### src/hw/rtl/spsv_ram.sv
// Generic single-clock RAM, one write and one read port, registered read data.
// Stand-alone; no package needed.
module spsv_ram #(
  parameter int WIDTH = 1,
  parameter int DEPTH = 16
) (
  input  logic                     clk,
  input  logic                     we,
  input  logic [$clog2(DEPTH)-1:0] waddr,
  input  logic [WIDTH-1:0]         wdata,
  input  logic                     re,
  input  logic [$clog2(DEPTH)-1:0] raddr,
  output logic [WIDTH-1:0]         rdata
);
  logic [WIDTH-1:0] mem [DEPTH];
  logic [WIDTH-1:0] rdata_r;

  always_ff @(posedge clk) begin
    if (we) begin
      mem[waddr] <= wdata;
    end
    if (re) begin
      rdata_r <= mem[raddr];
    end
  end

  assign rdata = rdata_r;
endmodule

### config.mk
export PLATFORM = sky130hd
export DESIGN_NAME = spsv_ram
export DESIGN_NICKNAME = d
export VERILOG_FILES = /design/src/hw/rtl/spsv_ram.sv
export SDC_FILE = /design/constraint.sdc
export NUM_CORES = 1
export LEC_CHECK = 0
export BUFFER_PORTS_ARGS = -buffer_cell sky130_fd_sc_hd__buf_2
export CAP_MARGIN = 20
export CELL_PAD_IN_SITES_DETAIL_PLACEMENT = 0
export CELL_PAD_IN_SITES_GLOBAL_PLACEMENT = 2
export CORE_AREA = 2 2 44 56
export DETAILED_ROUTE_END_ITERATION = 6
export DIE_AREA = 0 0 46 58
export PLACE_DENSITY_LB_ADDON = 0.25
export RECOVER_POWER = 100
export SLEW_MARGIN = 10
export SYNTH_ARGS = -nofsm -noshare
export SYNTH_HDL_FRONTEND = slang
export SYNTH_SLANG_ARGS = --single-unit
### constraint.sdc
create_clock -name clk -period 1.6 [get_ports clk]
set_input_delay 0.48 -clock clk [delete_from_list [all_inputs] [get_ports clk]]
set_output_delay 0.48 -clock clk [all_outputs]
set_load 0.02 [all_outputs]
==> results_dict.tcl <==
set metrics [dict create \
    finalSetupViolCount 0 \
    grt_max_degree 17 \
    synth_most_common_cell "edfxtp_1" \
    cts_setup_buffers 0 \
    grt_setup_unrepaired "false" \
    synth_top_cell_area_share 0.675 \
    cts_tree "done" \
    start_kind "input pin" \
    placed_area_sq_um 865 \
    clkTransAtPathRegs_ps 90 \
    synth_enable_flop_cells 17 \
    final_core_util 0.413 \
    synth_common_cells "17 x edfxtp_1, 12 x nor2_1, 4 x mux4_1, 4 x nor3_1, 3 x mux2i_1" \
    post-route-cell-area_sq_um 885 \
    synth_area_leaders "edfxtp_1 68%, mux4_1 14%, nor2_1 6.0%" \
    r2r-start "mem[9]" \
    fin_crit_ps 1390 \
    ios 13 \
    drtIter0Drc 21 \
    row_count 19 \
    yosysUniqueCellTypes 10 \
    cp-end-kind "flop" \
    maxCapViolations 0 \
    synth_warnings 0 \
    yosys.area.top_type "edfxtp_1" \
    ys.flop_type "edfxtp_1" \
    synth_xor_area_frac 0 \
    worstPathMaxFanout 4 \
    fmax_mhz 722 \
    grt_antenna_before_repair 0 \
    numCtsBuffers 3 \
    cts_buffer_depth 2 \
    wl_per_cell_um 14.9 \
    die-width_um 46 \
    fillerInstances 202 \
    area_delta_synth_final_pct 17.1 \
    clk_latency_ps 280 \
    path_common_cell "mux2i_1" \
    drcViolationCount 0 \
    hold-path-endpoint "rdata" \
    holdWs_ps 400 \
    cpMaxStageDelayCell "mux4_1" \
    die_area_sq_um 2670 \
    synth_top_family_by_area "multiplexers" \
    ctsHoldBuffers 0 \
    portBuffers 12 \
    num_vias 453 \
    leakage_uw 0.000313 \
    crit_path_cell_trace "buf_2 -> mux4_1 -> mux2i_1 -> mux2i_1" \
    finalCritPeriodShare 0.866 \
    worst_slew_pin_slew_ps 561 \
    ys_seq_area_frac 0.675 \
    synth-seq-cells 17 \
    htreeDepth 1 \
    synthesis.area_sq_um 756 \
    max_stage_delay_ps 550 \
    status "completed" \
    worstHoldStart "re" \
    r2r_cells 3 \
    dpl.hpwl_um 1010 \
    layout-drive-gt1-share 0.242 \
    slew_headroom 0.626 \
    seq_area_sq_um 510 \
    synthArstFlopShare 0 \
    nets 79 \
    r2r_end "rdata" \
    grt_usage 0.104 \
    cp_num_buf_inv 1 \
    place.gp.congestion 0.739 \
    crit_family "multiplexers" \
    power.total_uw 792 \
    syn_nets 59 \
    fp.dieH_um 58 \
    hold_viol_final 0 \
    avgSynthCellArea_sq_um 16.1 \
    grt_pass1_vias 434 \
    worstPathRequired_ps 1640 \
    hold_path_class "input pin to flop" \
    slew_violations 0 \
    coreArea_sq_um 2140 \
    cts_resized 0 \
    finalClockSkew_ps 2.95 \
    multi_input_area_sq_um 245 \
    rrSetupSlack_ps 220 \
    crit_type "input pin to flop" \
    vdd_drop_max_mv 0.433 \
    synth-compound-area-share 0 \
    cts_sinks 17 \
    synthSimpleGateAreaFrac 0.146 \
    initial_core_util 0.353 \
    synth_mux_area_frac 0.179 \
    routed_wirelength_um 1290 \
    via_per_inst 5.21 \
    netlist_instances 47 \
    first_pass_iters 4 \
    arrival_ps 1420 \
    grt_overflow 0 \
    grt_pass1_wl_um 1880 \
    synth_adder_area_share 0 \
    cts-root-buf "clkbuf_4" \
    hold-path-cell-count 1 \
    power_density_nw_per_um2 896 \
    final_antenna_net_count 0 \
    antenna_cells 0 \
]
[worst max-delay path by stage]
| stage | startpoint | end | depth (start not counted) |
|---|---|---|---|
| after floorplan | raddr[0] | rdata | 3 |
| after global placement | raddr[0] | rdata | 4 |
| after detailed placement | raddr[0] | rdata | 4 |
| after CTS | raddr[0] | rdata | 4 |
| after global routing | mem[9] | rdata | 3 |
| final | raddr[0] | rdata | 4 |
[logic make-up after synthesis]
kind of cell	count (synthesis)
and+or+nand+nor	23
DFF	17
muxes	7
[state kept, by name, summed over array words and instances (netlist names)]
name / flops
mem: 16
rdata: 1
[cells in the final DEF, fill, tap and decap left out]
cell	instances
edfxtp_1	17
nor2_1	12
buf_2	10
clkbuf_4	5
nor3_1	4
mux4_1	4
clkbuf_1	4
mux2i_1	3
nand3b_1	2
nand2b_1	2
nand2_1	1
nand3_1	1
or3b_2	1
[per-stage QoR]
step	TNS (ps)	worst slack (ps)	std cells
floorplan	0	146	47
global placement	-70.6	-70.6	83
detailed placement	-118	-118	83
CTS	0	194	87
global route	0	166	87
finish	0	215	87
[metal layers]
metal | vias up | track usage | part of all wire
li1 | 227 | - | -
met1 | 207 | 0.120 | 0.39
met2 | 17 | 0.173 | 0.55
met3 | 2 | 0.0187 | 0.054
met4 | 0 | 0.0612 | 0.0070
met5 | - | 0 | 0
[where the power goes]
| part | internal, uW | total, uW | leakage (uW) | switching [uW] |
|---|---|---|---|---|
| Combinational | 33.2 | 72.1 | 0.000144 | 38.9 |
| Clock | 96.6 | 217 | 0.0000150 | 120 |
| Sequential | 501 | 504 | 0.000154 | 2.61 |
| Total | 631 | 792 | 0.000313 | 162 |
[area by class of cell]
cell class,instances,share of cell area
multi-input combinational,30,0.277
timing repair buffer,15,0.0863
clock buffer,4,0.0297
sequential,17,0.577
tap,21,0.0297
Note: power is estimated with default switching activity, not from simulation.
