$ cat src/hw/rtl/spsv_pkg.sv
// Package for the segmented prime sieve: sizes, widths, codes and state type.
// Used by every file of the block but spsv_ram; depends on nothing.
package spsv_pkg;

  localparam int SEGMENT_SIZE = 131072;
  localparam int BASE_LIMIT   = 32768;
  localparam int BASE_PRIMES  = 4096;
  localparam int VALUE_BITS   = 30;

  localparam int SEG_AW  = $clog2(SEGMENT_SIZE);
  localparam int SEG_CW  = SEG_AW + 1;
  localparam int BASE_AW = $clog2(BASE_LIMIT);
  localparam int BASE_CW = BASE_AW + 1;
  localparam int BP_AW   = $clog2(BASE_PRIMES);
  localparam int BP_CW   = BP_AW + 1;
  localparam int ROOT_W  = (VALUE_BITS + 1) / 2;
  localparam int REM_W   = BASE_AW;

  typedef enum logic {
    CMD_START = 1'b0,
    CMD_NEXT  = 1'b1
  } cmd_t;

  typedef enum logic [1:0] {
    ST_PRIME = 2'd0,
    ST_DONE  = 2'd1,
    ST_ERROR = 2'd2,
    ST_START = 2'd3
  } status_t;

  typedef enum logic [3:0] {
    S_IDLE,
    S_SQRT,
    S_BFILL,
    S_BSEL,
    S_BCHK,
    S_BSTRIKE,
    S_CRD,
    S_CCHK,
    S_MFILL,
    S_TRD,
    S_TCHK,
    S_MOD,
    S_STRIKE,
    S_FRD,
    S_FCK,
    S_EMIT
  } state_t;

endpackage

$ cat src/hw/rtl/spsv_sqrt.sv
// Iterative integer square root, one result bit per cycle.
// Depends on spsv_pkg for widths.
module spsv_sqrt (
  input  logic                            clk,
  input  logic                            rst_n,
  input  logic                            start,
  input  logic [spsv_pkg::VALUE_BITS-1:0] value,
  output logic                            done,
  output logic [spsv_pkg::ROOT_W-1:0]     root
);
  import spsv_pkg::*;

  localparam int IDX_W = $clog2(ROOT_W);

  logic                  busy_r;
  logic                  done_r;
  logic [IDX_W-1:0]      idx_r;
  logic [ROOT_W-1:0]     root_r;
  logic [VALUE_BITS-1:0] val_r;
  logic [ROOT_W-1:0]     trial;
  logic [2*ROOT_W-1:0]   trial_sq;

  assign trial    = root_r | (ROOT_W'(1) << idx_r);
  assign trial_sq = trial * trial;

  always_ff @(posedge clk) begin
    if (!rst_n) begin
      busy_r <= 1'b0;
      done_r <= 1'b0;
    end else begin
      done_r <= 1'b0;
      if (start) begin
        busy_r <= 1'b1;
        idx_r  <= IDX_W'(ROOT_W - 1);
        root_r <= '0;
        val_r  <= value;
      end else if (busy_r) begin
        if (trial_sq <= (2*ROOT_W)'(val_r)) begin
          root_r <= trial;
        end
        if (idx_r == '0) begin
          busy_r <= 1'b0;
          done_r <= 1'b1;
        end else begin
          idx_r <= idx_r - 1'b1;
        end
      end
    end
  end

  assign done = done_r;
  assign root = root_r;
endmodule

$ cat config.mk
export PLATFORM = sky130hd
export DESIGN_NAME = spsv_sqrt
export DESIGN_NICKNAME = d
export VERILOG_FILES = /design/src/hw/rtl/spsv_pkg.sv /design/src/hw/rtl/spsv_sqrt.sv
export SDC_FILE = /design/constraint.sdc
export NUM_CORES = 1
export LEC_CHECK = 0
export BUFFER_PORTS_ARGS = -buffer_cell sky130_fd_sc_hd__buf_2
export CORE_MARGIN = 4
export CORE_UTILIZATION = 42
export CTS_BUF_LIST = sky130_fd_sc_hd__clkbuf_2 sky130_fd_sc_hd__clkbuf_4 sky130_fd_sc_hd__clkbuf_8
export DETAILED_ROUTE_END_ITERATION = 7
export PLACE_DENSITY = 0.65
export SLEW_MARGIN = 20
export SYNTH_ARGS = -nofsm -noshare
export SYNTH_HDL_FRONTEND = slang
export SYNTH_SLANG_ARGS = --single-unit
$ cat constraint.sdc
create_clock -name clk -period 11.4 [get_ports clk]
set_input_delay 0 -clock clk [delete_from_list [all_inputs] [get_ports clk]]
set_output_delay 0 -clock clk [all_outputs]
set_load 0.05 [all_outputs]
==> impl_metrics.tcl <==
set metrics [dict create \
    met2_usage_pct 31.0 \
    maxSlewViolCount 0 \
    fmax_ghz 0.108 \
    max-slew-margin-rel_pct 33.8 \
    synth_cells 942 \
    postCtsHoldBufs 31 \
    drive_gt1_share_pct 7.91 \
    skew_ns 0.0160 \
    die_y_um 153 \
    ctsHtreeMaxLevel 2 \
    hold_violations 0 \
    crit_arrival_ns 9.30 \
    clockBufferDepth 2 \
    outcome "finished clean" \
    reg2reg_depth 31 \
    cts_tree "yes" \
    crit_end "root[11]" \
    max_stage_delay_ns 0.59 \
    synth_edf_count 49 \
    r2r_end "root[11]" \
    synth_area_per_cell_um2 9.35 \
    fin_crit_sh_pct 81.4 \
    synthArstFlopShare_pct 0 \
    area_delta_synth_final_pct 10.5 \
    cp-end-kind "register" \
    fin_hold_ws_ns 0.158 \
    critPathKind "reg2reg" \
    numCtsBuffers 5 \
    hold_path_class "in2reg" \
    vias 6590 \
    cts_sinks 51 \
    path_max_fanout 15 \
    gr-usage-met1_pct 23.5 \
    grt_pass1_wl_mm 33.9 \
    critPathLaunch "idx_r[0]" \
    path_delay_family "adder cells" \
    syn_area_um2 8800 \
    grt_use_total_pct 17.9 \
    globalRouteMet3Util_pct 3.07 \
    io_pins 49 \
    yosysSeqAreaShare_pct 17.2 \
    clkTransAtPathRegs_ns 0.11 \
    setup_violations 0 \
    rows 52 \
    setup-tns-final_ns 0 \
    r2r_slack_ns 2.12 \
    ant_nets 0 \
    cts_setup_buffers 0 \
    drcViolationCount 0 \
    cts-resized-gates 0 \
    place_congestion 0.837 \
    diodes 0 \
    cp_num_cells 31 \
    die_w_um 153 \
    hp-start "start" \
    min_path_cells 2 \
    cts-root-buf "clkbuf_8" \
    port_buffers 48 \
    worstSkewPairLatency_ns 0.34 \
    drv_cap 0 \
    routedWlPerCell_um 15.9 \
    final_cell_mix "223 x inv_1, 138 x fa_1, 120 x ha_1, 90 x nor2_1, 80 x nand2_1" \
    final_nets 1302 \
    critPathSlowestCell "clkinv_1" \
    initial_utilization_pct 43.1 \
    first_iter_violations 424 \
    gr-max-usage-layer "met2" \
    first_pass_iters 5 \
    core_um2 20400 \
    rr_startpoint "idx_r[0]" \
    synth.distinct_cells 52 \
    ys_ff_latch 51 \
    worstMarginPinSlew_ns 0.993 \
    grt_max_degree 31 \
    worst_slack_ns 2.12 \
    synthFlopType "edfxtp_1" \
    cp.required_ns 11.42 \
    dp_hpwl_mm 17.0 \
    yosys_warnings 0 \
    global_route.overflow_total 0 \
    die-area_um2 23300 \
    dp_cells 1243 \
    syn_nets 1233 \
    final_common_cell "inv_1" \
    fin_crit_ns 9.28 \
    dp_worst_setup_slack_ns 2.24 \
    antenna_found_initial 1 \
    wl_mm 20.4 \
    rsz0062_at_grt "false" \
    avgViaCountPerCell 5.14 \
    grt_pass1_vias 6785 \
    path_buf_inv 8 \
    start_kind "register" \
    fin_cells 1282 \
]
[worst min path at each step]
stage	to	slack, ns
final	idx_r[0]	0.16
after global routing	root[0]	0.17
after global placement	val_r[16]	0.18
after detailed placement	val_r[4]	0.18
after floorplan	val_r[0]	0.1
after CTS	idx_r[0]	0.15
[metrics by stage]
step | cell area, um2 | util (%)
after global placement | 9330 | 45.7
after global routing | 9730 | 47.6
after CTS | 9730 | 47.6
after detailed placement | 9330 | 45.7
final | 9730 | 47.6
after floorplan | 8800 | -
[final cells by class]
cell class	instances	area (um2)
Clock buffer	5	68.8
Clock inverter	3	23.8
Fill cell	1962	10700
Inverter	231	867
Multi-Input combinational cell	638	6330
Sequential cell	51	1510
Tap cell	270	338
Timing Repair Buffer	84	588
[state kept, by name (all words and copies together), names as in the netlist]
register  cells
root         15
busy_r        1
done          1
val_r        30
idx_r         4
[kinds of logic (layout without fill, tap and decap cells)]
kind of cell	count (synthesis)	count (layout)	share of synthesized area, %
AO/OA/AOI/OAI	122	122	9.30
XOR/XNOR	31	31	3.08
adder cells (fa/ha/maj)	258	258	48.4
buffers and inverters	253	323	10.9
flip-flops	51	51	17.2
AND/OR/NAND/NOR	227	227	11.1
[synth_stat cells (4+ instances only)]
cell type	number	area share (%)
a21oi_1	41	2.3
buf_2	5	0.28
clkinv_1	6	0.26
a21oi_2	4	0.40
xor2_1	9	0.90
inv_1	224	9.6
nand3_1	12	0.68
nand2b_1	7	0.50
fa_1	138	31
nor3_1	5	0.28
o21ai_0	18	1.0
clkbuf_1	16	0.68
edfxtp_1	49	17
nor2_1	90	3.8
nand2_1	80	3.4
or2_2	5	0.36
ha_1	120	17
a31oi_1	10	0.71
xnor2_1	22	2.2
nor2b_1	10	0.71
a21o_1	22	1.9
nand4_1	10	0.71
[per-layer routing]
metal,share of wire (%),vias up,wire [um]
li1,-,3103,-
met4,1.8,2,371
met5,0.064,-,13
met1,41,3253,8360
met2,51,199,10400
met3,6.0,33,1220
Power is left out: the tool's default activity adds up to more than one toggle a clock period on the data nets, which glitch-free logic cannot reach.
