$ cat src/hw/rtl/spsv_pkg.sv
// Package for the segmented prime sieve: sizes, widths, codes and state type.
// Used by every file of the block but spsv_ram; depends on nothing.
package spsv_pkg;

  localparam int SEGMENT_SIZE = 131072;
  localparam int BASE_LIMIT   = 32768;
  localparam int BASE_PRIMES  = 4096;
  localparam int VALUE_BITS   = 30;

  localparam int SEG_AW  = $clog2(SEGMENT_SIZE);
  localparam int SEG_CW  = SEG_AW + 1;
  localparam int BASE_AW = $clog2(BASE_LIMIT);
  localparam int BASE_CW = BASE_AW + 1;
  localparam int BP_AW   = $clog2(BASE_PRIMES);
  localparam int BP_CW   = BP_AW + 1;
  localparam int ROOT_W  = (VALUE_BITS + 1) / 2;
  localparam int REM_W   = BASE_AW;

  typedef enum logic {
    CMD_START = 1'b0,
    CMD_NEXT  = 1'b1
  } cmd_t;

  typedef enum logic [1:0] {
    ST_PRIME = 2'd0,
    ST_DONE  = 2'd1,
    ST_ERROR = 2'd2,
    ST_START = 2'd3
  } status_t;

  typedef enum logic [3:0] {
    S_IDLE,
    S_SQRT,
    S_BFILL,
    S_BSEL,
    S_BCHK,
    S_BSTRIKE,
    S_CRD,
    S_CCHK,
    S_MFILL,
    S_TRD,
    S_TCHK,
    S_MOD,
    S_STRIKE,
    S_FRD,
    S_FCK,
    S_EMIT
  } state_t;

endpackage

$ cat src/hw/rtl/spsv_mod.sv
// Restoring remainder unit: dividend modulo a base prime, one bit per cycle.
// Depends on spsv_pkg for widths.
module spsv_mod (
  input  logic                            clk,
  input  logic                            rst_n,
  input  logic                            start,
  input  logic [spsv_pkg::VALUE_BITS-1:0] dividend,
  input  logic [spsv_pkg::REM_W-1:0]      divisor,
  output logic                            done,
  output logic [spsv_pkg::REM_W-1:0]      remainder
);
  import spsv_pkg::*;

  localparam int CNT_W = $clog2(VALUE_BITS);

  logic                  busy_r;
  logic                  done_r;
  logic [CNT_W-1:0]      cnt_r;
  logic [VALUE_BITS-1:0] dvd_r;
  logic [REM_W-1:0]      dvs_r;
  logic [REM_W-1:0]      rem_r;
  logic [REM_W:0]        shifted;

  assign shifted = {rem_r, dvd_r[VALUE_BITS-1]};

  always_ff @(posedge clk) begin
    if (!rst_n) begin
      busy_r <= 1'b0;
      done_r <= 1'b0;
    end else begin
      done_r <= 1'b0;
      if (start) begin
        busy_r <= 1'b1;
        cnt_r  <= CNT_W'(VALUE_BITS - 1);
        dvd_r  <= dividend;
        dvs_r  <= divisor;
        rem_r  <= '0;
      end else if (busy_r) begin
        dvd_r <= {dvd_r[VALUE_BITS-2:0], 1'b0};
        if (shifted >= {1'b0, dvs_r}) begin
          rem_r <= REM_W'(shifted - {1'b0, dvs_r});
        end else begin
          rem_r <= REM_W'(shifted);
        end
        if (cnt_r == '0) begin
          busy_r <= 1'b0;
          done_r <= 1'b1;
        end else begin
          cnt_r <= cnt_r - 1'b1;
        end
      end
    end
  end

  assign done      = done_r;
  assign remainder = rem_r;
endmodule

$ cat config.mk
export PLATFORM = sky130hd
export DESIGN_NAME = spsv_mod
export DESIGN_NICKNAME = d
export VERILOG_FILES = /design/src/hw/rtl/spsv_pkg.sv /design/src/hw/rtl/spsv_mod.sv
export SDC_FILE = /design/constraint.sdc
export NUM_CORES = 1
export LEC_CHECK = 0
export ABC_AREA = 0
export BUFFER_PORTS_ARGS = -buffer_cell sky130_fd_sc_hd__buf_2
export CAP_MARGIN = 15
export CORE_ASPECT_RATIO = 0.7
export CORE_MARGIN = 4
export CORE_UTILIZATION = 58
export DETAILED_ROUTE_END_ITERATION = 10
export GPL_TIMING_DRIVEN = 0
export PLACE_DENSITY = 0.83
export SLEW_MARGIN = 20
export SYNTH_ARGS = -nofsm -noshare
export SYNTH_HDL_FRONTEND = slang
export SYNTH_SLANG_ARGS = --single-unit
$ cat constraint.sdc
create_clock -name clk -period 4.69 [get_ports clk]
set_input_delay 0.938 -clock clk [delete_from_list [all_inputs] [get_ports clk]]
set_output_delay 0.938 -clock clk [all_outputs]
set_load 0.05 [all_outputs]
==> out/summary.log, run 1 <==
INFO  route          drt_first_pass_iters=4
INFO  worst_hold_path timing.hold.worst_endpoint=done
INFO  critical_path  crit_path_top_delay_cell=sky130_fd_sc_hd__a211oi_1
INFO  critical_path  r2r_cells=11
INFO  die            fp-row-count=23
INFO  global_routing grt.overflow.total=0
INFO  synth          post_synthesis_adder_cell_area_fraction=6.430%
INFO  route          route.vias.total=2351
INFO  sta            setup_viol_count_final=0
INFO  critical_path  critPathMaxFanout=10
INFO  power_and_ir_drop pwr_density_cell=380.5nW/µm²
INFO  cts            cts-resized-gates=0
INFO  cts            clk_pin_slew=0.07ns
INFO  flow_run       drv_cap=0
INFO  placement      detailed_placement_wirelength_estimate=4909µm
INFO  synth          synth_compound_area_share=9.134%
INFO  critical_path  worst-setup-path-type=flop to flop
INFO  sta            final_min_period_over_clock_period=62.84%
INFO  outcome        status=finished, final reports clean
INFO  synth          synth-async-reset-ratio=0%
INFO  synth          synthesis.nets=338
INFO  placement      place_inst=412
INFO  die            core_area=5727µm²
INFO  critical_path  path_cells=inv_1, ha_1, fa_1, nor2b_1, o2111ai_1, a211oi_1, nor3_2, or2_0, buf_2, a21oi_1, nor2_1
INFO  cts            clk_latency=0.34ns
INFO  critical_path  crit_start=dvd_r[29]
INFO  cts            clock_tree.root_cell=sky130_fd_sc_hd__clkbuf_8
INFO  cts            max-clock-path-buffers=2
INFO  worst_hold_path worstHoldStart=busy_r
INFO  synth          synthSimpleGateAreaFrac=9.865%
INFO  sta            setup_tns=0ns
INFO  die            floorplan.die_area=7217µm²
INFO  synth          dominant_combinational_cell_family_by_area_after_synthesis=simple AND/OR/NAND/NOR gates
INFO  finish         finalInstanceArea=4040µm²
INFO  sta            clock-skew-final=0.009137ns
INFO  sta            timing.final.crit_period=2.947ns
INFO  critical_path  worst-endpoint-arrival=3.02ns
INFO  cts            htree_depth=3
INFO  route          routed_wl=6870µm
INFO  critical_path  startpoint_type=flop
INFO  synth          synthXorXnorAreaFrac=3.325%
INFO  finish         share_of_final_layout_standard_cells_stronger_than_drive_strength_1=32.86%
INFO  synth          ys_types=44
INFO  synth          synth_sequential_area_ratio=58.17%
INFO  die            die_w=99.84µm
INFO  critical_path  crit_path_max_incr_delay=0.49ns
INFO  sta            hold_ws=0.4641ns
INFO  cts            cts_post_setup_buffers_inserted=0
INFO  critical_path  r2r_setup_slack=1.74ns
INFO  finish         synthToLayoutAreaGrowth=17.98%
INFO  global_routing grt_start_max_net_pins=29
INFO  die            floorplan.initialDensity=59.80%
INFO  worst_hold_path timing.hold.worst.class=flop to flop
INFO  cts            cts_tree=done
INFO  synth          synthesis.yosys.warnings=0
INFO  sta            grt_setup_unrepaired=false
INFO  power_and_ir_drop p_leak=1.641nW
INFO  finish         layout.filler_cells=418
INFO  die            ios=64
INFO  global_routing global_route_wire_length_before_repair=11330µm
INFO  route          vias_per_cell=5.493
INFO  critical_path  worstPathRequired=4.77ns
INFO  synth          mux_share_of_post_synthesis_cell_area=9.828%
INFO  synth          postSynthAreaPerCell=12.54µm²
INFO  power_and_ir_drop irDropWorstVdd=0.2149mV
INFO  global_routing total_global_routing_track_utilization=20.58%
INFO  global_routing initial_antenna_violation_count=0
INFO  cts            cts_buffers=9
INFO  sta            maxClockFrequency=0.3393GHz
INFO  synth          synth_seq_cells=67
INFO  synth          ys_dominant_reg_cell=sky130_fd_sc_hd__edfxtp_1
INFO  placement      gp_routability_congestion=0.9107
INFO  worst_hold_path hold_path_depth=2
INFO  critical_path  end_kind=flop
INFO  sta            maxSlewViolCount=0
INFO  route          drcViolationCount=0
INFO  global_routing first_global_vias=2401
INFO  critical_path  critical_path.reg2reg.endpoint=remainder[6]
INFO  die            die_y=72.29µm
INFO  critical_path  worst_r2r_startpoint=dvd_r[29]
INFO  finish         total_number_of_nets_in_the_final_design=413
INFO  sta            tightest_slew=0.8158ns
INFO  sta            finalHoldViolCount=0
INFO  synth          netlist_instances=273
INFO  finish         final_core_util=70.55%
INFO  finish         fin_cells=428
INFO  finish         num_antenna_cells=0
INFO  route          wire_per_inst=16.05µm
INFO  synth          combined_area_of_all_synthesized_cells=3425µm²
INFO  placement      dpl-instance-area=3862µm²
INFO  placement      port_buffers=63
INFO  cts            tritoncts_num_sinks=67
INFO  synth          synth-edff-count=65
INFO  cts            cts.hold.buffers_added=0
INFO  route          antenna_left=0
INFO  route          drt_first_iter_violations=130
INFO  sta            maxSlewHeadroom=45.61%
-- synthesized netlist by cell type (3+ instances only) --
cell type / number / share of area, %
sky130_fd_sc_hd__nor2_1: 11 / 1.2
sky130_fd_sc_hd__o21a_1: 3 / 0.66
sky130_fd_sc_hd__nor2b_1: 3 / 0.55
sky130_fd_sc_hd__nand2_1: 32 / 3.5
sky130_fd_sc_hd__o21ai_0: 6 / 0.88
sky130_fd_sc_hd__xnor2_1: 12 / 3.1
sky130_fd_sc_hd__a21oi_1: 20 / 2.9
sky130_fd_sc_hd__nand3_1: 6 / 0.88
sky130_fd_sc_hd__ha_1: 16 / 5.8
sky130_fd_sc_hd__mux2_2: 29 / 9.5
sky130_fd_sc_hd__a211oi_1: 4 / 0.88
sky130_fd_sc_hd__edfxtp_1: 65 / 57
sky130_fd_sc_hd__inv_1: 20 / 2.2
sky130_fd_sc_hd__clkbuf_1: 5 / 0.55
-- cells by family after synthesis --
| family | after synthesis |
|---|---|
| flip-flops | 67 |
| buffers and inverters | 28 |
| adder cells (fa/ha/maj) | 17 |
| multiplexers | 30 |
| XOR/XNOR | 13 |
| AND/OR/NAND/NOR | 70 |
| AO/OA/AOI/OAI | 48 |
-- cells in the final DEF (no fill, tap or decap), types with 9 or more instances in the layout --
cell                       count
sky130_fd_sc_hd__a21oi_1      20
sky130_fd_sc_hd__buf_2        65
sky130_fd_sc_hd__clkbuf_8      9
sky130_fd_sc_hd__edfxtp_1     65
sky130_fd_sc_hd__ha_1         16
sky130_fd_sc_hd__inv_1        20
sky130_fd_sc_hd__mux2_2       29
sky130_fd_sc_hd__nand2_1      32
sky130_fd_sc_hd__nor2_1       11
sky130_fd_sc_hd__xnor2_1      12
-- state kept, by name, summed over array words and instances, names as in the netlist --
register and cells:
dvd_r 30, busy_r 1, cnt_r 5, remainder 15, done 1, dvs_r 15
-- metal layers --
layer / wire [µm] / track usage [%] / part of all wire, % / vias up
li1: - / - / - / 1157
met1: 3050 / 26.96 / 44 / 1110
met2: 3156 / 30.97 / 46 / 78
met3: 616 / 9.606 / 9.0 / 6
met4: 47 / 5.909 / 0.68 / 0
met5: 0 / 0 / 0 / -
-- critical path: cells and delay by family (launching register included) --
family / cells / cell delay, ns
adder cells (fa/ha/maj): 2 / 0.64
buffers and inverters: 2 / 0.25
AND/OR/NAND/NOR: 4 / 0.63
AO/OA/AOI/OAI: 3 / 0.83
flip-flops: 1 / 0.35
-- final cells by class --
cell class                 count  area (µm²)  area share [%]
sequential                    67        1992           49.30
timing repair buffer          64       342.8           8.486
clock buffer                  10       127.6           3.159
multi-input combinational    178        1323           32.73
clock inverter                 6       50.05           1.239
inverter                      20       75.07           1.858
buffer                         8       36.28          0.8981
tap                           75       93.84           2.323
-- worst max-delay path by stage --
stage	to	slack, ns	cells past startpoint
2_1_floorplan	cnt_r[0]	1.56	3
3_3_place_gp	cnt_r[0]	0.80	4
3_5_place_dp	cnt_r[4]	1.71	4
4_1_cts	remainder[6]	1.73	11
5_1_grt	remainder[6]	1.43	11
6_report	remainder[6]	1.74	11
-- power breakdown --
part / switching, W / internal (W)
logic: 0.000222 / 0.000147
registers: 0.0000216 / 0.000717
clock network: 0.000233 / 0.000196
total: 0.000477 / 0.00106
-- metrics by stage --
stage | power (W) | setup WS (ns)
CTS | 0.001551 | 1.731
finish | 0.001537 | 1.743
detailed placement | 0.001119 | 1.708
global route | 0.001621 | 1.431
floorplan | 0.001025 | 1.559
global placement | 0.001104 | 0.7955
Power figures use the tool's default switching activity.
==> inputs of run 2 (changes only) <==
- ABC_AREA: 0 -> 1
- CORE_UTILIZATION: 58 -> 51
- PLACE_DENSITY: 0.83 -> 0.76
- clock period: 4.69 -> 2.5 ns (I/O delays scaled with it)
==> run 2 against run 1 <==
  * Worst setup slack got worse by 1.6 ns
  * Die area rose by 25%
  * First-iteration DRC count rose by 6.2%
  * Critical path type unchanged
  * Total power rose by 98%
  * Combinational power rose by 110%
  * Register-to-register slack got worse by 1.6 ns
  * Critical path depth rose by 3
==> out/summary.log, run 2 <==
INFO  sta            final_min_period_over_clock_period=93.36% [+31 points]
INFO  route          drt_first_pass_iters=5 [+1]
INFO  synth          synth-async-reset-ratio=0% [unchanged]
INFO  synth          ys_types=30 [-32%]
INFO  sta            timing.final.crit_period=2.334ns [-0.6134 ns]
INFO  sta            hold_ws=0.3136ns [-0.1506 ns]
INFO  die            core_area=7320µm² [+28%]
INFO  sta            maxClockFrequency=0.4285GHz [+26%]
INFO  synth          combined_area_of_all_synthesized_cells=3846µm² [+12%]
INFO  cts            clk_pin_slew=0.08ns [about the same]
INFO  synth          netlist_instances=456 [+67%]
INFO  finish         layout_commonest_cell=sky130_fd_sc_hd__nand2_1
INFO  sta            setup_viol_count_final=0 [unchanged]
INFO  cts            cts_post_setup_buffers_inserted=0 [unchanged]
INFO  finish         share_of_final_layout_standard_cells_stronger_than_drive_strength_1=19.25% [-14 points]
INFO  critical_path  startpoint_type=flop
INFO  synth          synth.largest_area_cell=sky130_fd_sc_hd__edfxtp_1
INFO  critical_path  critPathMaxFanout=10 [unchanged]
INFO  synth          synthesis.nets=521 [+54%]
INFO  finish         largest_reg_flops=30 [unchanged]
INFO  die            fp-row-count=26 [+13%]
INFO  synth          synthesis.yosys.warnings=0 [unchanged]
INFO  placement      detailed_placement_wirelength_estimate=6153µm [+25%]
INFO  route          antenna_left=0 [unchanged]
INFO  global_routing initial_antenna_violation_count=0 [unchanged]
INFO  route          route.vias.total=3069 [+31%]
INFO  finish         total_number_of_nets_in_the_final_design=596 [+44%]
INFO  cts            cts.hold.buffers_added=0 [unchanged]
INFO  cts            tritoncts_num_sinks=67 [unchanged]
INFO  cts            max-clock-path-buffers=2 [unchanged]
INFO  power_and_ir_drop irDropWorstVdd=0.3542mV [+65%]
INFO  critical_path  crit_path_top_delay_cell=sky130_fd_sc_hd__fa_1
INFO  synth          synth_seq_cells=67 [unchanged]
INFO  synth          ys_dominant_reg_cell=sky130_fd_sc_hd__edfxtp_1
INFO  power_and_ir_drop p_leak=2.263nW [+38%]
INFO  critical_path  path_common_cell=sky130_fd_sc_hd__nand3_1
INFO  placement      gp_routability_congestion=0.8825 [-3.1%]
INFO  sta            maxSlewHeadroom=52.79% [+7.2 points]
INFO  finish         synthToLayoutAreaGrowth=17.92% [about the same]
INFO  die            floorplan.die_area=9017µm² [+25%]
INFO  sta            grt_setup_unrepaired=false
INFO  sta            finalHoldViolCount=0 [unchanged]
INFO  finish         final_core_util=61.97% [-8.6 points]
INFO  finish         largest-register=dvd_r
INFO  placement      port_buffers=62 [-1.6%]
INFO  sta            maxSlewViolCount=0 [unchanged]
INFO  cts            cts-resized-gates=0 [unchanged]
INFO  critical_path  worst-setup-path-type=flop to flop
INFO  die            floorplan.initialDensity=52.55% [-7.3 points]
INFO  global_routing grt.overflow.total=0 [unchanged]
INFO  cts            htree_depth=3 [unchanged]
INFO  die            die_w=111.8µm [+12%]
INFO  route          drt_first_iter_violations=138 [+6.2%]
INFO  critical_path  path_cells=inv_1, ha_1, fa_1, inv_1, nand3_1, nand3_1, nand2_1, nand3_1, nand2_4, nand2_4, inv_4, buf_12, nor2_2, nor2_1
INFO  global_routing first_global_vias=2963 [+23%]
INFO  route          drcViolationCount=0 [unchanged]
INFO  global_routing global_route_wire_length_before_repair=13590µm [+20%]
INFO  die            ios=64 [unchanged]
INFO  critical_path  worstPathRequired=2.62ns [-2.15 ns]
INFO  cts            clk_latency=0.36ns [+0.02 ns]
INFO  global_routing grt_start_max_net_pins=23 [-21%]
INFO  synth          synth_sequential_area_ratio=51.79% [-6.4 points]
INFO  sta            clock-skew-final=0.007853ns [-0.001285 ns]
INFO  route          wire_per_inst=12.78µm [-20%]
INFO  outcome        status=finished, final reports clean
INFO  critical_path  worst-endpoint-arrival=2.45ns [-0.57 ns]
INFO  die            die_y=80.66µm [+12%]
INFO  critical_path  end_kind=flop
INFO  flow_run       drv_cap=0 [unchanged]
INFO  finish         num_antenna_cells=0 [unchanged]
INFO  synth          synth_top_cells_by_area=sky130_fd_sc_hd__edfxtp_1 51%, sky130_fd_sc_hd__nand2_1 18%, sky130_fd_sc_hd__inv_1 6.3%
INFO  worst_hold_path timing.hold.worst.class=input port to flop
INFO  cts            cts_tree=done
INFO  route          routed_wl=8087µm [+18%]
INFO  synth          synth.most_common_cell=sky130_fd_sc_hd__nand2_1
INFO  synth          synth.top_cells.by_count=185 x sky130_fd_sc_hd__nand2_1, 65 x sky130_fd_sc_hd__edfxtp_1, 65 x sky130_fd_sc_hd__inv_1, 36 x sky130_fd_sc_hd__nor2_1, 18 x sky130_fd_sc_hd__nand3_1
INFO  cts            cts_buffers=9 [unchanged]
INFO  sta            setup_tns=0ns [unchanged]
INFO  critical_path  crit_path_max_incr_delay=0.41ns [-0.08 ns]
INFO  route          vias_per_cell=4.848 [-12%]
INFO  sta            tightest_slew=0.7074ns [-0.1084 ns]
INFO  synth          synth-edff-count=65 [unchanged]
INFO  power_and_ir_drop pwr_density_cell=669.9nW/µm² [+76%]
INFO  synth          synth.top_cell.area_share=50.75% [-6.2 points]
INFO  finish         highest_count_cells_in_the_layout_ignoring_fill_and_taps=185 x sky130_fd_sc_hd__nand2_1, 65 x sky130_fd_sc_hd__inv_1, 65 x sky130_fd_sc_hd__buf_2, 65 x sky130_fd_sc_hd__edfxtp_1, 36 x sky130_fd_sc_hd__nor2_1
INFO  synth          postSynthAreaPerCell=8.435µm² [-33%]
INFO  global_routing total_global_routing_track_utilization=19.25% [-1.3 points]
INFO  cts            clock_tree.root_cell=sky130_fd_sc_hd__clkbuf_8
[run 2: cell count changes after synthesis, sizes merged, moves of 12 or more]
cell	previous run	this run
nand2	32	188
inv	20	66
nor2	12	46
mux2	29	0
nand3	6	18
nand3b	0	12
xnor2	12	0
[run 2: cells by family after synthesis]
kind of cell,share of synthesized area [%]
XOR/XNOR,1.594
AND/OR/NAND/NOR,30.32
buffers and inverters,8.393
flip-flops,51.79
AO/OA/AOI/OAI,2.180
adder cells (fa/ha/maj),5.725
[run 2: worst max-delay path: cells and delay by family, from the launching register on]
kind / cells / cell delay [ns]
adders and majority gates: 2 / 0.65
buffers and inverters: 4 / 0.34
DFF: 1 / 0.34
and+or+nand+nor: 8 / 0.77
[run 2: path summary, 6_finish.rpt]
check        cells past startpoint  startpoint  slack, ns           end
max                             14   dvd_r[29]       0.17  remainder[4]
min                              1  divisor[5]       0.31      dvs_r[5]
min reg2reg                      2      busy_r       0.51          done
max reg2reg                     14   dvd_r[29]       0.17  remainder[4]
[run 2: layout make-up]
type	count	area (µm²)
fill	645	2784
sequential	67	1992
multi-input combinational	311	1543
timing repair buffer	64	365.4
inverter	66	250.2
clock buffer	9	123.9
tap	98	122.6
buffer	12	72.57
clock inverter	6	66.31
[run 2: report_power, final]
part	switching (W)	internal [W]	total [W]
Combinational	0.000496	0.000269	0.000764
Clock	0.000442	0.000456	0.000898
Sequential	0.0000369	0.00134	0.00138
[run 2: through the flow]
stage	instance area (µm²)	instances	setup slack [ns]	power, W
after global placement	4290	616	-0.6735	0.002128
final	4536	633	0.1661	0.003038
after CTS	4536	633	0.1582	0.003066
after detailed placement	4345	618	0.09157	0.002167
after global routing	4536	633	0.02107	0.003214
after floorplan	3857	456	0.01750	0.001967
[run 2: routing by layer]
| layer | GRT usage [%] | part of all wire [%] | routed length, µm | up-vias |
|---|---|---|---|---|
| li1 | - | - | - | 1586 |
| met1 | 24.78 | 45 | 3664 | 1372 |
| met2 | 31.76 | 46 | 3696 | 101 |
| met3 | 4.819 | 7.5 | 610 | 10 |
| met4 | 6.926 | 1.4 | 115 | 0 |
| met5 | 0 | 0 | 0 | - |
==> inputs of run 3 (changes only) <==
- ABC_AREA: 1 -> default
- CORE_UTILIZATION: 51 -> 50
==> run 3 against run 2 <==
  * The run now ends with negative setup slack left
  * Sequential cell count stayed put
  * Global-route usage is 1.3 points lower
  * Critical path depth is 3 lower
  * Die area is 8.4% lower
  * Largest power group unchanged
  * Wire length is 9.6% lower
  * Clock power is 21% higher
  * Sequential power hardly changed
  * Combinational power is 8.8% higher
  * Critical path type unchanged
  * Via count is 22% lower
  * Non-clock buffer count is 8 higher
  * Final cell count is 28% lower
  * Largest cell class unchanged
==> out/summary.log, run 3 (same netlist as run 1, synthesis figures left out) <==
INFO  finish         final_core_util=68.11% [+6.1 points]
INFO  finish         share_of_final_layout_standard_cells_stronger_than_drive_strength_1=41.37% [+22 points]
INFO  cts            htree_depth=3 [unchanged]
INFO  global_routing first_global_vias=2365 [-20%]
INFO  sta            timing.final.crit_period=2.531ns [+0.1968 ns]
INFO  sta            grt_setup_unrepaired=true
INFO  power_and_ir_drop irDropWorstVdd=0.4945mV [+40%]
INFO  global_routing global_route_wire_length_before_repair=11480µm [-15%]
INFO  placement      detailed_placement_wirelength_estimate=4922µm [-20%]
INFO  route          drcViolationCount=0 [unchanged]
INFO  sta            final_min_period_over_clock_period=101.2% [+7.9 points]
INFO  sta            maxSlewViolCount=0 [unchanged]
INFO  route          wire_per_inst=16.03µm [+25%]
INFO  global_routing grtUsageMet3=6.040% [+1.2 points]
INFO  placement      gp_routability_congestion=0.8827 [about the same]
INFO  cts            clock_tree.root_cell=sky130_fd_sc_hd__clkbuf_8
INFO  die            floorplan.initialDensity=53.29% [+0.74 points]
INFO  finish         total_number_of_nets_in_the_final_design=425 [-29%]
INFO  die            fp-row-count=24 [-7.7%]
INFO  sta            maxSlewHeadroom=42.17% [-11 points]
INFO  critical_path  crit_path_top_delay_cell=sky130_fd_sc_hd__fa_2
INFO  power_and_ir_drop report.power.total=0.003310W [+8.9%]
INFO  critical_path  worst-setup-path-type=flop to flop
INFO  power_and_ir_drop pwr_density_cell=756.2nW/µm² [+13%]
INFO  route          routed_wl=7311µm [-9.6%]
INFO  die            floorplan.die_area=8258µm² [-8.4%]
INFO  critical_path  startpoint_type=flop
INFO  sta            maxClockFrequency=0.3951GHz [-7.8%]
INFO  critical_path  path_depth=11 [-3]
INFO  critical_path  end_kind=flop
INFO  finish         highest_count_cells_in_the_layout_ignoring_fill_and_taps=65 x sky130_fd_sc_hd__edfxtp_1, 63 x sky130_fd_sc_hd__buf_2, 32 x sky130_fd_sc_hd__nand2_1, 29 x sky130_fd_sc_hd__mux2_2, 19 x sky130_fd_sc_hd__inv_1
INFO  cts            max-clock-path-buffers=2 [unchanged]
INFO  finish         num_antenna_cells=0 [unchanged]
INFO  outcome        status=finished, violations left
INFO  critical_path  worstPathRequired=2.65ns [+0.03 ns]
INFO  power_and_ir_drop p_leak=1.742nW [-23%]
INFO  placement      pre_cts_ws=-0.2888ns [-0.3803 ns]
INFO  cts            clk_latency=0.36ns [about the same]
INFO  die            die_w=106.9µm [-4.4%]
INFO  critical_path  r2r_cells=11 [-3]
INFO  route          drt_first_iter_violations=103 [-25%]
INFO  global_routing grt_util_met1=24.21% [-0.57 points]
INFO  critical_path  worst_path_top_cell_family_by_delay=compound AO/OA/AOI/OAI gates
INFO  sta            finalHoldViolCount=0 [unchanged]
INFO  finish         synthToLayoutAreaGrowth=27.80%
INFO  global_routing busiest_layer=met2
INFO  cts            cts_tree=done
INFO  critical_path  critical_path_buf_inv_count=2 [-2]
INFO  die            core_area=6426µm² [-12%]
INFO  placement      port_buffers=63 [+1.6%]
INFO  worst_hold_path worstHoldStart=divisor[14]
INFO  sta            final_critical_path_setup_slack=-0.03073ns [-0.1968 ns]
INFO  critical_path  critical_path.reg2reg.endpoint=remainder[1]
INFO  finish         layout_commonest_cell=sky130_fd_sc_hd__edfxtp_1
INFO  global_routing initial_antenna_violation_count=0 [unchanged]
INFO  sta            setup_viol_count_final=4 [+4]
INFO  outcome        violations_in_the_final_reports=negative setup slack
INFO  route          vias_per_cell=5.248 [+8.2%]
INFO  global_routing grt_start_max_net_pins=48 [+110%]
INFO  global_routing grt.overflow.total=0 [unchanged]
INFO  critical_path  crit_start=dvd_r[29]
INFO  critical_path  worst_r2r_startpoint=dvd_r[29]
INFO  finish         largest_reg_flops=30 [unchanged]
INFO  critical_path  worst-endpoint-arrival=2.68ns [+0.23 ns]
INFO  cts            cts_buffers=9 [unchanged]
INFO  finish         largest-register=dvd_r
INFO  worst_hold_path timing.hold.worst_endpoint=dvs_r[14]
INFO  route          drt_first_pass_iters=4 [-1]
INFO  cts            tritoncts_num_sinks=67 [unchanged]
INFO  cts            clk_pin_slew=0.08ns [about the same]
INFO  global_routing grtUsageMet2=27.26% [-4.5 points]
INFO  route          antenna_left=0 [unchanged]
INFO  critical_path  critPathMaxFanout=6 [-4]
INFO  die            die_y=77.24µm [-4.2%]
INFO  sta            clock-skew-final=0.01210ns [+0.004244 ns]
INFO  worst_hold_path timing.hold.worst.class=input port to flop
INFO  worst_hold_path hold_path_depth=1 [unchanged]
INFO  critical_path  crit_path_max_incr_delay=0.37ns [-0.04 ns]
INFO  die            ios=64 [unchanged]
INFO  sta            tightest_slew=0.8674ns [+0.1600 ns]
INFO  critical_path  r2r_setup_slack=-0.03ns [-0.20 ns]
INFO  route          route.vias.total=2393 [-22%]
INFO  flow_run       drv_cap=0 [unchanged]
INFO  critical_path  path_cells=inv_1, ha_2, fa_2, nor2b_4, o2111ai_2, a211oi_2, nor3_2, nor2_4, buf_4, nor2_1, a211oi_1
INFO  global_routing total_global_routing_track_utilization=17.98% [-1.3 points]
run 3: cell count changes in the layout (fill, tap and decap cells not counted), sizes merged, moves of 12 or more:
cell | before | now
nor2 | 46 | 12
inv | 67 | 20
mux2 | 0 | 29
nand3 | 18 | 6
xnor2 | 0 | 12
nand3b | 12 | 0
nand2 | 188 | 32
run 3: repair_timing:
| item | 4_1_cts | 5_1_grt |
|---|---|---|
| gates resized for setup | 11 | 16 |
| setup endpoints to repair | 15 | 15 |
| setup buffers | 2 | 10 |
| hold buffers | 0 | 0 |
| pin swaps | 7 | 8 |
| hold endpoints to repair | 0 | 0 |
| cloned | 0 | 1 |
run 3: per-stage QoR:
step | hold slack, ns | cells | setup TNS, ns | instance area, µm²
floorplan | 0.4232 | 273 | -0.6620 | 3480
global placement | 0.4351 | 427 | -3.127 | 3909
detailed placement | 0.4423 | 427 | -3.392 | 3909
CTS | 0.2961 | 445 | -0.01815 | 4208
global route | 0.3000 | 456 | -0.9700 | 4377
finish | 0.3131 | 456 | -0.07675 | 4377
run 3: routing by layer:
metal	vias up	routed length (µm)	part of all wire (%)
li1	1182	-	-
met1	1153	3510	48
met2	48	3392	46
met3	10	302	4.1
met4	0	105	1.4
met5	-	0	0
run 3: report_power, final:
group | switching, W | internal (W)
combinational | 0.000465 | 0.000366
clock | 0.000427 | 0.000660
sequential | 0.0000463 | 0.00135
run 3: worst max-delay path by stage:
stage,end,slack [ns]
floorplan,remainder[13],-0.12
finish,remainder[1],-0.03
global route,remainder[13],-0.12
detailed placement,cnt_r[4],-0.29
CTS,remainder[13],-0.02
global placement,cnt_r[0],-0.27
run 3: area by class of cell:
type | instances | area, µm²
buffer | 8 | 48.80
clock buffer | 9 | 123.9
clock inverter | 7 | 116.4
fill | 494 | 2049
inverter | 20 | 75.07
multi-input combinational | 178 | 1490
sequential | 67 | 1992
tap | 91 | 113.9
timing repair buffer | 76 | 416.7
